`src/rtl/core/ssd_pkg.sv`:
```
// Shared types, constants and control structs of the SCAN disk scheduler.
`timescale 1ns / 1ps

package ssd_pkg;

    localparam int MAX_REQUESTS = 64;
    localparam int TRACK_COUNT  = 200;

    localparam int TRACK_W = 8;
    localparam int DIST_W  = 9;
    localparam int CNT_W   = $clog2(MAX_REQUESTS + 1);
    localparam int HIST_DEPTH = 2 ** TRACK_W;

    localparam logic [TRACK_W-1:0] TRACK_MAX = {TRACK_W{1'b1}};
    // Sweep toward the top track covers (TRACK_COUNT-1-head) + (TRACK_COUNT-1-smallest).
    localparam logic [DIST_W:0] DIST_TOP = (DIST_W + 1)'(2 * (TRACK_COUNT - 1));

    typedef enum logic [0:0] {
        CFG_HEAD_POSITION = 1'b0,
        CFG_MOVE_RIGHT    = 1'b1
    } t_cfg_idx;

    typedef struct packed {
        logic [TRACK_W-1:0] track;
        logic               last_request;
    } t_in_item;

    typedef struct packed {
        logic [TRACK_W-1:0] served_track;
        logic [DIST_W-1:0]  seek_length;
        logic               last_served;
    } t_out_item;

    typedef enum logic [2:0] {
        ST_CLEAR,
        ST_IDLE,
        ST_INC,
        ST_START,
        ST_RD,
        ST_CHK,
        ST_EMIT
    } t_state;

    typedef struct packed {
        logic clr_wr;    // zero one histogram entry of the power-up pass
        logic load_req;  // capture the incoming request, read its bin
        logic inc;       // write back bin + 1, update count and extremes
        logic start;     // latch distance and count, pick the first group
        logic rd;        // read the bin at the sweep position
        logic chk_load;  // take the bin count just read
        logic emit;      // load one result into the output register
        logic zero_wr;   // clear the bin at the sweep position
        logic advance;   // step the sweep position
    } t_ctrl_cmd;

    typedef struct packed {
        logic clr_done;
        logic full;
        logic in_last;
        logic last_req;
        logic rdata_zero;
        logic cnt_one;
        logic rem_one;
        logic out_free;
    } t_dp_status;

endpackage

```
`src/rtl/core/ssd_ram.sv`:
```
// Generic single-write, single-read RAM with registered read data.
`timescale 1ns / 1ps

module ssd_ram #(
    parameter int WIDTH = 8,
    parameter int DEPTH = 256
) (
    input  logic                     i_clk,
    input  logic                     i_we,
    input  logic [$clog2(DEPTH)-1:0] i_waddr,
    input  logic [WIDTH-1:0]         i_wdata,
    input  logic [$clog2(DEPTH)-1:0] i_raddr,
    output logic [WIDTH-1:0]         o_rdata
);

    logic [WIDTH-1:0] r_mem [DEPTH];
    logic [WIDTH-1:0] r_rdata;

    always_ff @(posedge i_clk) begin
        if (i_we) begin
            r_mem[i_waddr] <= i_wdata;
        end
        r_rdata <= r_mem[i_raddr];
    end

    assign o_rdata = r_rdata;

endmodule

```
`src/rtl/core/ssd_datapath.sv`:
```
// Datapath: track histogram, batch statistics, sweep position and output register.
`timescale 1ns / 1ps

module ssd_datapath
    import ssd_pkg::*;
(
    input  logic               i_clk,
    input  logic               i_rst_n,
    input  t_ctrl_cmd          i_cmd,
    output t_dp_status         o_status,
    input  t_in_item           i_in_item,
    input  logic               i_cfg_we,
    input  t_cfg_idx           i_cfg_index,
    input  logic [TRACK_W-1:0] i_cfg_data,
    output logic               o_out_valid,
    input  logic               i_out_ready,
    output t_out_item          o_out_item
);

    logic [TRACK_W-1:0] r_head;
    logic               r_move_right;
    logic [CNT_W-1:0]   r_count;
    logic [CNT_W-1:0]   r_remaining;
    logic [CNT_W-1:0]   r_cnt;
    logic [TRACK_W-1:0] r_clr_addr;
    logic [TRACK_W-1:0] r_track;
    logic               r_last;
    logic [TRACK_W-1:0] r_min;
    logic [TRACK_W-1:0] r_max;
    logic [DIST_W-1:0]  r_dist;
    logic [TRACK_W-1:0] r_val;
    logic               r_grp_right;
    logic               r_out_valid;
    t_out_item          r_out_item;

    logic               ram_we;
    logic [TRACK_W-1:0] ram_waddr;
    logic [CNT_W-1:0]   ram_wdata;
    logic [TRACK_W-1:0] ram_raddr;
    logic [CNT_W-1:0]   ram_rdata;

    logic [TRACK_W-1:0] n_min;
    logic [TRACK_W-1:0] n_max;
    logic [DIST_W-1:0]  n_dist;
    logic [DIST_W-1:0]  low_sum;
    logic [TRACK_W-1:0] head_up;

    // Histogram of pending requests: one counter per track value.
    ssd_ram #(
        .WIDTH (CNT_W),
        .DEPTH (HIST_DEPTH)
    ) u_hist (
        .i_clk   (i_clk),
        .i_we    (ram_we),
        .i_waddr (ram_waddr),
        .i_wdata (ram_wdata),
        .i_raddr (ram_raddr),
        .o_rdata (ram_rdata)
    );

    always_comb begin
        ram_we    = i_cmd.clr_wr | i_cmd.inc | i_cmd.zero_wr;
        ram_waddr = r_val;
        ram_wdata = '0;
        if (i_cmd.clr_wr) begin
            ram_waddr = r_clr_addr;
        end else if (i_cmd.inc) begin
            ram_waddr = r_track;
            ram_wdata = ram_rdata + CNT_W'(1);
        end
        ram_raddr = i_cmd.rd ? r_val : i_in_item.track;
    end

    assign head_up = r_head + TRACK_W'(1);

    always_comb begin
        n_min = r_min;
        n_max = r_max;
        if (r_count == '0 || r_track < r_min) begin
            n_min = r_track;
        end
        if (r_count == '0 || r_track > r_max) begin
            n_max = r_track;
        end
    end

    // Toward zero: head + largest. Toward top: 2*(TRACK_COUNT-1) - head - smallest, floored at 0.
    always_comb begin
        low_sum = {1'b0, r_head} + {1'b0, r_min};
        if (!r_move_right) begin
            n_dist = {1'b0, r_head} + {1'b0, r_max};
        end else if ({1'b0, low_sum} >= DIST_TOP) begin
            n_dist = '0;
        end else begin
            n_dist = DIST_W'(DIST_TOP - {1'b0, low_sum});
        end
    end

    always_ff @(posedge i_clk) begin
        if (!i_rst_n) begin
            r_head       <= '0;
            r_move_right <= 1'b0;
            r_count      <= '0;
            r_remaining  <= '0;
            r_clr_addr   <= '0;
            r_out_valid  <= 1'b0;
        end else begin
            if (i_cfg_we) begin
                unique case (i_cfg_index)
                    CFG_HEAD_POSITION: r_head       <= i_cfg_data;
                    CFG_MOVE_RIGHT:    r_move_right <= i_cfg_data[0];
                    default: ;
                endcase
            end
            if (i_cmd.clr_wr) begin
                r_clr_addr <= r_clr_addr + TRACK_W'(1);
            end
            if (i_cmd.inc) begin
                r_count <= r_count + CNT_W'(1);
            end else if (i_cmd.start) begin
                r_count <= '0;
            end
            if (i_cmd.start) begin
                r_remaining <= r_count;
            end else if (i_cmd.emit) begin
                r_remaining <= r_remaining - CNT_W'(1);
            end
            if (i_cmd.emit) begin
                r_out_valid <= 1'b1;
            end else if (i_out_ready) begin
                r_out_valid <= 1'b0;
            end
        end
    end

    always_ff @(posedge i_clk) begin
        if (i_cmd.load_req) begin
            r_track <= i_in_item.track;
            r_last  <= i_in_item.last_request;
        end
        if (i_cmd.inc) begin
            r_min <= n_min;
            r_max <= n_max;
        end
        if (i_cmd.start) begin
            r_dist <= n_dist;
            // Toward the top with the head on the highest track: nothing lies above.
            if (r_move_right && r_head != TRACK_MAX) begin
                r_grp_right <= 1'b1;
                r_val       <= head_up;
            end else begin
                r_grp_right <= 1'b0;
                r_val       <= r_head;
            end
        end else if (i_cmd.advance) begin
            if (r_grp_right) begin
                if (r_val == TRACK_MAX) begin
                    r_grp_right <= 1'b0;
                    r_val       <= r_head;
                end else begin
                    r_val <= r_val + TRACK_W'(1);
                end
            end else begin
                if (r_val == '0) begin
                    r_grp_right <= 1'b1;
                    r_val       <= head_up;
                end else begin
                    r_val <= r_val - TRACK_W'(1);
                end
            end
        end
        if (i_cmd.chk_load) begin
            r_cnt <= ram_rdata;
        end else if (i_cmd.emit) begin
            r_cnt <= r_cnt - CNT_W'(1);
        end
        if (i_cmd.emit) begin
            r_out_item.served_track <= r_val;
            r_out_item.seek_length  <= r_dist;
            r_out_item.last_served  <= (r_remaining == CNT_W'(1));
        end
    end

    always_comb begin
        o_status.clr_done   = (r_clr_addr == TRACK_MAX);
        o_status.full       = (r_count == CNT_W'(MAX_REQUESTS));
        o_status.in_last    = i_in_item.last_request;
        o_status.last_req   = r_last;
        o_status.rdata_zero = (ram_rdata == '0);
        o_status.cnt_one    = (r_cnt == CNT_W'(1));
        o_status.rem_one    = (r_remaining == CNT_W'(1));
        o_status.out_free   = !r_out_valid || i_out_ready;
    end

    assign o_out_valid = r_out_valid;
    assign o_out_item  = r_out_item;

endmodule

```
`src/rtl/core/ssd_ctrl.sv`:
```
// Controller: power-up clear, request load and sweep sequencing.
`timescale 1ns / 1ps

module ssd_ctrl
    import ssd_pkg::*;
(
    input  logic       i_clk,
    input  logic       i_rst_n,
    input  logic       i_in_valid,
    output logic       o_in_ready,
    input  t_dp_status i_status,
    output t_ctrl_cmd  o_cmd
);

    t_state r_state;
    t_state n_state;

    always_ff @(posedge i_clk) begin
        if (!i_rst_n) begin
            r_state <= ST_CLEAR;
        end else begin
            r_state <= n_state;
        end
    end

    always_comb begin
        n_state = r_state;
        unique case (r_state)
            ST_CLEAR: begin
                if (i_status.clr_done) n_state = ST_IDLE;
            end
            ST_IDLE: begin
                if (i_in_valid) begin
                    if (!i_status.full) begin
                        n_state = ST_INC;
                    end else if (i_status.in_last) begin
                        // drop the request but still serve the held batch
                        n_state = ST_START;
                    end
                end
            end
            ST_INC: begin
                n_state = i_status.last_req ? ST_START : ST_IDLE;
            end
            ST_START: n_state = ST_RD;
            ST_RD:    n_state = ST_CHK;
            ST_CHK: begin
                n_state = i_status.rdata_zero ? ST_RD : ST_EMIT;
            end
            ST_EMIT: begin
                if (i_status.out_free) begin
                    if (i_status.rem_one) begin
                        n_state = ST_IDLE;
                    end else if (i_status.cnt_one) begin
                        n_state = ST_RD;
                    end
                end
            end
            default: n_state = ST_IDLE;
        endcase
    end

    always_comb begin
        o_cmd      = '0;
        o_in_ready = 1'b0;
        unique case (r_state)
            ST_CLEAR: o_cmd.clr_wr = 1'b1;
            ST_IDLE: begin
                o_in_ready     = 1'b1;
                o_cmd.load_req = i_in_valid;
            end
            ST_INC:   o_cmd.inc   = 1'b1;
            ST_START: o_cmd.start = 1'b1;
            ST_RD:    o_cmd.rd    = 1'b1;
            ST_CHK: begin
                o_cmd.chk_load = !i_status.rdata_zero;
                o_cmd.advance  = i_status.rdata_zero;
            end
            ST_EMIT: begin
                o_cmd.emit    = i_status.out_free;
                // empty the bin on its final result, then move on
                o_cmd.zero_wr = i_status.out_free && i_status.cnt_one;
                o_cmd.advance = i_status.out_free && i_status.cnt_one && !i_status.rem_one;
            end
            default: ;
        endcase
    end

endmodule

```
`src/rtl/core/scan_disk_scheduler.sv`:
```
// Top level of the SCAN (elevator) disk scheduler.
//
//  channel  direction  handshake              payload
//  in       input      i_in_valid/o_in_ready  i_in_item  (track, last_request)
//  out      output     o_out_valid/i_out_ready o_out_item (served_track, seek_length,
//                                                          last_served)
//  cfg      input      i_cfg_we               i_cfg_index, i_cfg_data
//
// Each request is one histogram read and one write back (single RAM port pair);
// a request dropped on a full store is read but not written back.
// After the last request the sweep walks track values from the head outward, reading and
// checking the bin of each value visited and emitting its results, bounded by the output
// handshake. After reset a clearing pass zeroes the 256-entry histogram; no transaction
// is taken on the input during it. A stalled output holds the sweep.
`timescale 1ns / 1ps

module scan_disk_scheduler
    import ssd_pkg::*;
(
    input  logic               i_clk,
    input  logic               i_rst_n,
    input  logic               i_in_valid,
    output logic               o_in_ready,
    input  t_in_item           i_in_item,
    output logic               o_out_valid,
    input  logic               i_out_ready,
    output t_out_item          o_out_item,
    input  logic               i_cfg_we,
    input  t_cfg_idx           i_cfg_index,
    input  logic [TRACK_W-1:0] i_cfg_data
);

    t_ctrl_cmd  cmd;
    t_dp_status status;

    ssd_ctrl u_ctrl (
        .i_clk      (i_clk),
        .i_rst_n    (i_rst_n),
        .i_in_valid (i_in_valid),
        .o_in_ready (o_in_ready),
        .i_status   (status),
        .o_cmd      (cmd)
    );

    ssd_datapath u_dp (
        .i_clk       (i_clk),
        .i_rst_n     (i_rst_n),
        .i_cmd       (cmd),
        .o_status    (status),
        .i_in_item   (i_in_item),
        .i_cfg_we    (i_cfg_we),
        .i_cfg_index (i_cfg_index),
        .i_cfg_data  (i_cfg_data),
        .o_out_valid (o_out_valid),
        .i_out_ready (i_out_ready),
        .o_out_item  (o_out_item)
    );

endmodule

```
`config.mk`:
```
export PLATFORM = sky130hd
export DESIGN_NAME = scan_disk_scheduler
export DESIGN_NICKNAME = d
export VERILOG_FILES = /design/src/rtl/core/ssd_pkg.sv /design/src/rtl/core/ssd_ram.sv /design/src/rtl/core/ssd_datapath.sv /design/src/rtl/core/ssd_ctrl.sv /design/src/rtl/core/scan_disk_scheduler.sv
export SDC_FILE = /design/constraint.sdc
export NUM_CORES = 2
export LEC_CHECK = 0
export BUFFER_PORTS_ARGS = -buffer_cell sky130_fd_sc_hd__buf_2
export CAP_MARGIN = 0
export CORE_MARGIN = 2
export CORE_UTILIZATION = 63
export DETAILED_ROUTE_END_ITERATION = 6
export PLACE_DENSITY = 0.79
export SYNTH_ARGS = -nofsm -noshare
export SYNTH_HDL_FRONTEND = slang
export SYNTH_SLANG_ARGS = --single-unit
```
`constraint.sdc`:
```
create_clock -name i_clk -period 10.5 [get_ports i_clk]
set_clock_uncertainty 0.15 [all_clocks]
set_input_delay 1.05 -clock i_clk [delete_from_list [all_inputs] [get_ports i_clk]]
set_output_delay 1.05 -clock i_clk [all_outputs]
set_load 0.02 [all_outputs]
```
==> run metrics <==
antenna violations before repair 5; most frequent CP cell nand4_1; top-count cell post-synth edfxtp_1; Critical Path, Cell by Cell or3b_4 > a21o_4 > buf_12 > nor2_4 > buf_4 > nand3_1 > nand4_1 > o21ai_0 > o41ai_1 > nand4_1; post-synthesis adder-cell area fraction 0.7880%; Final Util 69.21%; Post-synth EDFFs 1860; ANT nets after route 0; Power Total 19120 µW; Rows 129; CP max stage delay 1.26 ns; Die Span X 356.1 µm; CTS Root Cell clkbuf_16; CTS tree done; vias post-DR 50315; Mapped Area 78120 µm²; final hold vios 0; Synth cell types 80; Wirelength per Cell 27.31 µm; setup_tns 0 ns; top cells by area, synth edfxtp_1 72%, nand2_1 6.4%, mux2i_1 4.8%; f_max 152.5 MHz; final instance area 85350 µm²; largest net degree at the start of global routing 216; pwr/cell area 224.0 nW/µm²; RSZ-0062 raised after global routing false; Syn Inst Count 5885; setup slack, reg-to-reg 3.94 ns; drt pass-1 iters 7; Max IR drop VDD 0.1869 mV; multiplexer share of the synthesized area 5.020%; Die Footprint 126800 µm²; HPWL after detailed placement 121300 µm; critical path type reg -> reg; Initial Utilization 63.35%; crit path max fanout 136; CP startpoint kind register; Hold Path Class reg -> reg; status complete, but fails checks; Placed Instance Area 79780 µm²; worst slew pin tran 1.475 ns; vias in the first global route 47526; fin crit period 6.557 ns; area leader, netlist edfxtp_1; chip height 356.1 µm; clk_lat worst skew 0.81 ns; core area 123300 µm²; first-pass GRT wire length 305600 µm; Warnings, synthesis 0; H-tree levels 4; critical path arrival 7.03 ns; Placer Congestion 0.9172; area share of the largest cell type after synthesis 71.50%; I/O pin count 43; mean post-synth cell area 13.27 µm²; All-Layer GR Usage 32.64%; routed wire length 208100 µm; CP max stage cell o41ai_1; nature of the critical path endpoint register; # nets final 5901; synthesized flop and latch total 1902; Tcrit/Tclk final 62.45%; Slew headroom 0.3909%; Worst Path Required 10.97 ns; # DRC 9; clk sink count 1902; setup violators final 0; maxcap violations 2; hold_buf cts 0; post-synthesis xor/xnor area fraction 0.5382%; Post-synth top cells 1860 x edfxtp_1, 1332 x nand2_1, 713 x nand3_1; area delta synth->final 9.256%; Resize count post-CTS 0; register area share after synthesis 72.58%; Num CTS Buffers 179; Synth Flop Type edfxtp_1; Compound-Gate Fraction of Synth Area 4.312%; largest family of logic cells by synthesized area simple AND/OR/NAND/NOR gates; Synthesized Nets 5956; routed vias/inst 6.602; leakage power 0.02969 µW; Post-CTS Setup Bufs 0; asr flop ratio synth 0%; failing checks DRC, capacitance limit; Iter 0 DRT Violations 9041; share of cells above drive strength 1 6.973%; clock slew at the register clock pins of the worst setup and hold paths 0.06 ns; Simple-Gate Fraction of Synth Area 14.48%; Clock Tree Buf Depth 3; Filler cells 7926; PortBufs 42; Overflow after GRT 0; Slew Limit Fails 0
-- path summary, 6_finish.rpt --
path                            cells after the start              start                endpoint
worst max-delay path                               10  u_ctrl.r_state[1]  u_dp.u_hist.o_rdata[0]
worst min-delay path                                0     u_dp.r_dist[8]      u_dp.o_out_item[9]
worst max register to register                     10  u_ctrl.r_state[1]  u_dp.u_hist.o_rdata[0]
worst min register to register                      0     u_dp.r_dist[8]      u_dp.o_out_item[9]
-- critical path, delay by kind of cell (launching register included) --
| family | cells | cell delay, ns |
|---|---|---|
| simple gates | 5 | 2.21 |
| flops | 1 | 0.58 |
| buf+inv | 2 | 0.93 |
| compound gates | 3 | 2.13 |
-- cell type report --
type / instances / area (µm²) / area share [%]
antenna: 4 / 10.01 / 0.01173
clock buffer: 237 / 4802 / 5.627
clock inverter: 94 / 748.2 / 0.8767
inverter: 50 / 187.7 / 0.2199
multi-input combinational: 3576 / 19890 / 23.31
sequential: 1902 / 56690 / 66.43
tap: 1637 / 2048 / 2.400
timing repair buffer: 121 / 965.9 / 1.132
-- sequential cells by signal (all words and copies together) (netlist names), 3 cells and up --
signal               flops
u_ctrl.r_state           3
u_dp.o_out_item         18
u_dp.r_clr_addr          8
u_dp.r_cnt               7
u_dp.r_count             7
u_dp.r_dist              9
u_dp.r_head              8
u_dp.r_max               8
u_dp.r_min               8
u_dp.r_remaining         7
u_dp.r_track             8
u_dp.r_val               8
u_dp.u_hist.o_rdata      7
u_dp.u_hist.r_mem     1792
-- per-layer routing --
metal	share of wire (%)	track usage [%]	vias to the layer above	wire [µm]
li1	-	-	21640	-
met1	36	45.38	24311	74830
met2	45	48.80	3804	94350
met3	14	9.234	552	29530
met4	4.5	14.03	8	9309
met5	0.049	0.3333	-	103
-- metrics by stage --
step	setup slack [ns]	instances	hold slack, ns
after floorplan	1.878	5885	0.2503
after global placement	4.313	7286	0.2565
after detailed placement	4.230	7286	0.2579
after CTS	4.213	7617	0.2721
after global routing	3.935	7617	0.2922
final	3.943	7621	0.2694
-- power breakdown --
group / switching, µW / internal, µW
Combinational: 2980 / 916
Sequential: 125 / 8860
Clock: 2770 / 3470
Total: 5880 / 13200
-- cells in the final DEF, fill, tap and decap left out, drive strengths merged, types with 14 or more instances in the layout --
| cell | count |
|---|---|
| a32oi | 64 |
| nand2b | 16 |
| nor4 | 18 |
| o21ai | 58 |
| nand3 | 713 |
| o211ai | 17 |
| nor2 | 336 |
| and3 | 24 |
| edfxtp | 1860 |
| ha | 46 |
| a211oi | 29 |
| buf | 121 |
| o2111ai | 14 |
| xor2 | 16 |
| a21o | 21 |
| nand2 | 1332 |
| nor2b | 30 |
| a31oi | 45 |
| inv | 62 |
| a21oi | 100 |
| and2 | 15 |
| clkinv | 71 |
| o22ai | 41 |
| o41ai | 16 |
| o31ai | 15 |
| clkbuf | 237 |
| mux2i | 380 |
| dfxtp | 42 |
| xnor2 | 32 |
| nand4 | 77 |
-- logic make-up after synthesis --
kind of cell               Yosys count
and+or+nand+nor                   2609
DFF                               1902
AOI/OAI and AO/OA                  485
buffers and inverters              407
muxes                              386
xor gates and xnor gates            48
adders and majority gates           48
No activity file was read; power rests on OpenSTA's default activity.
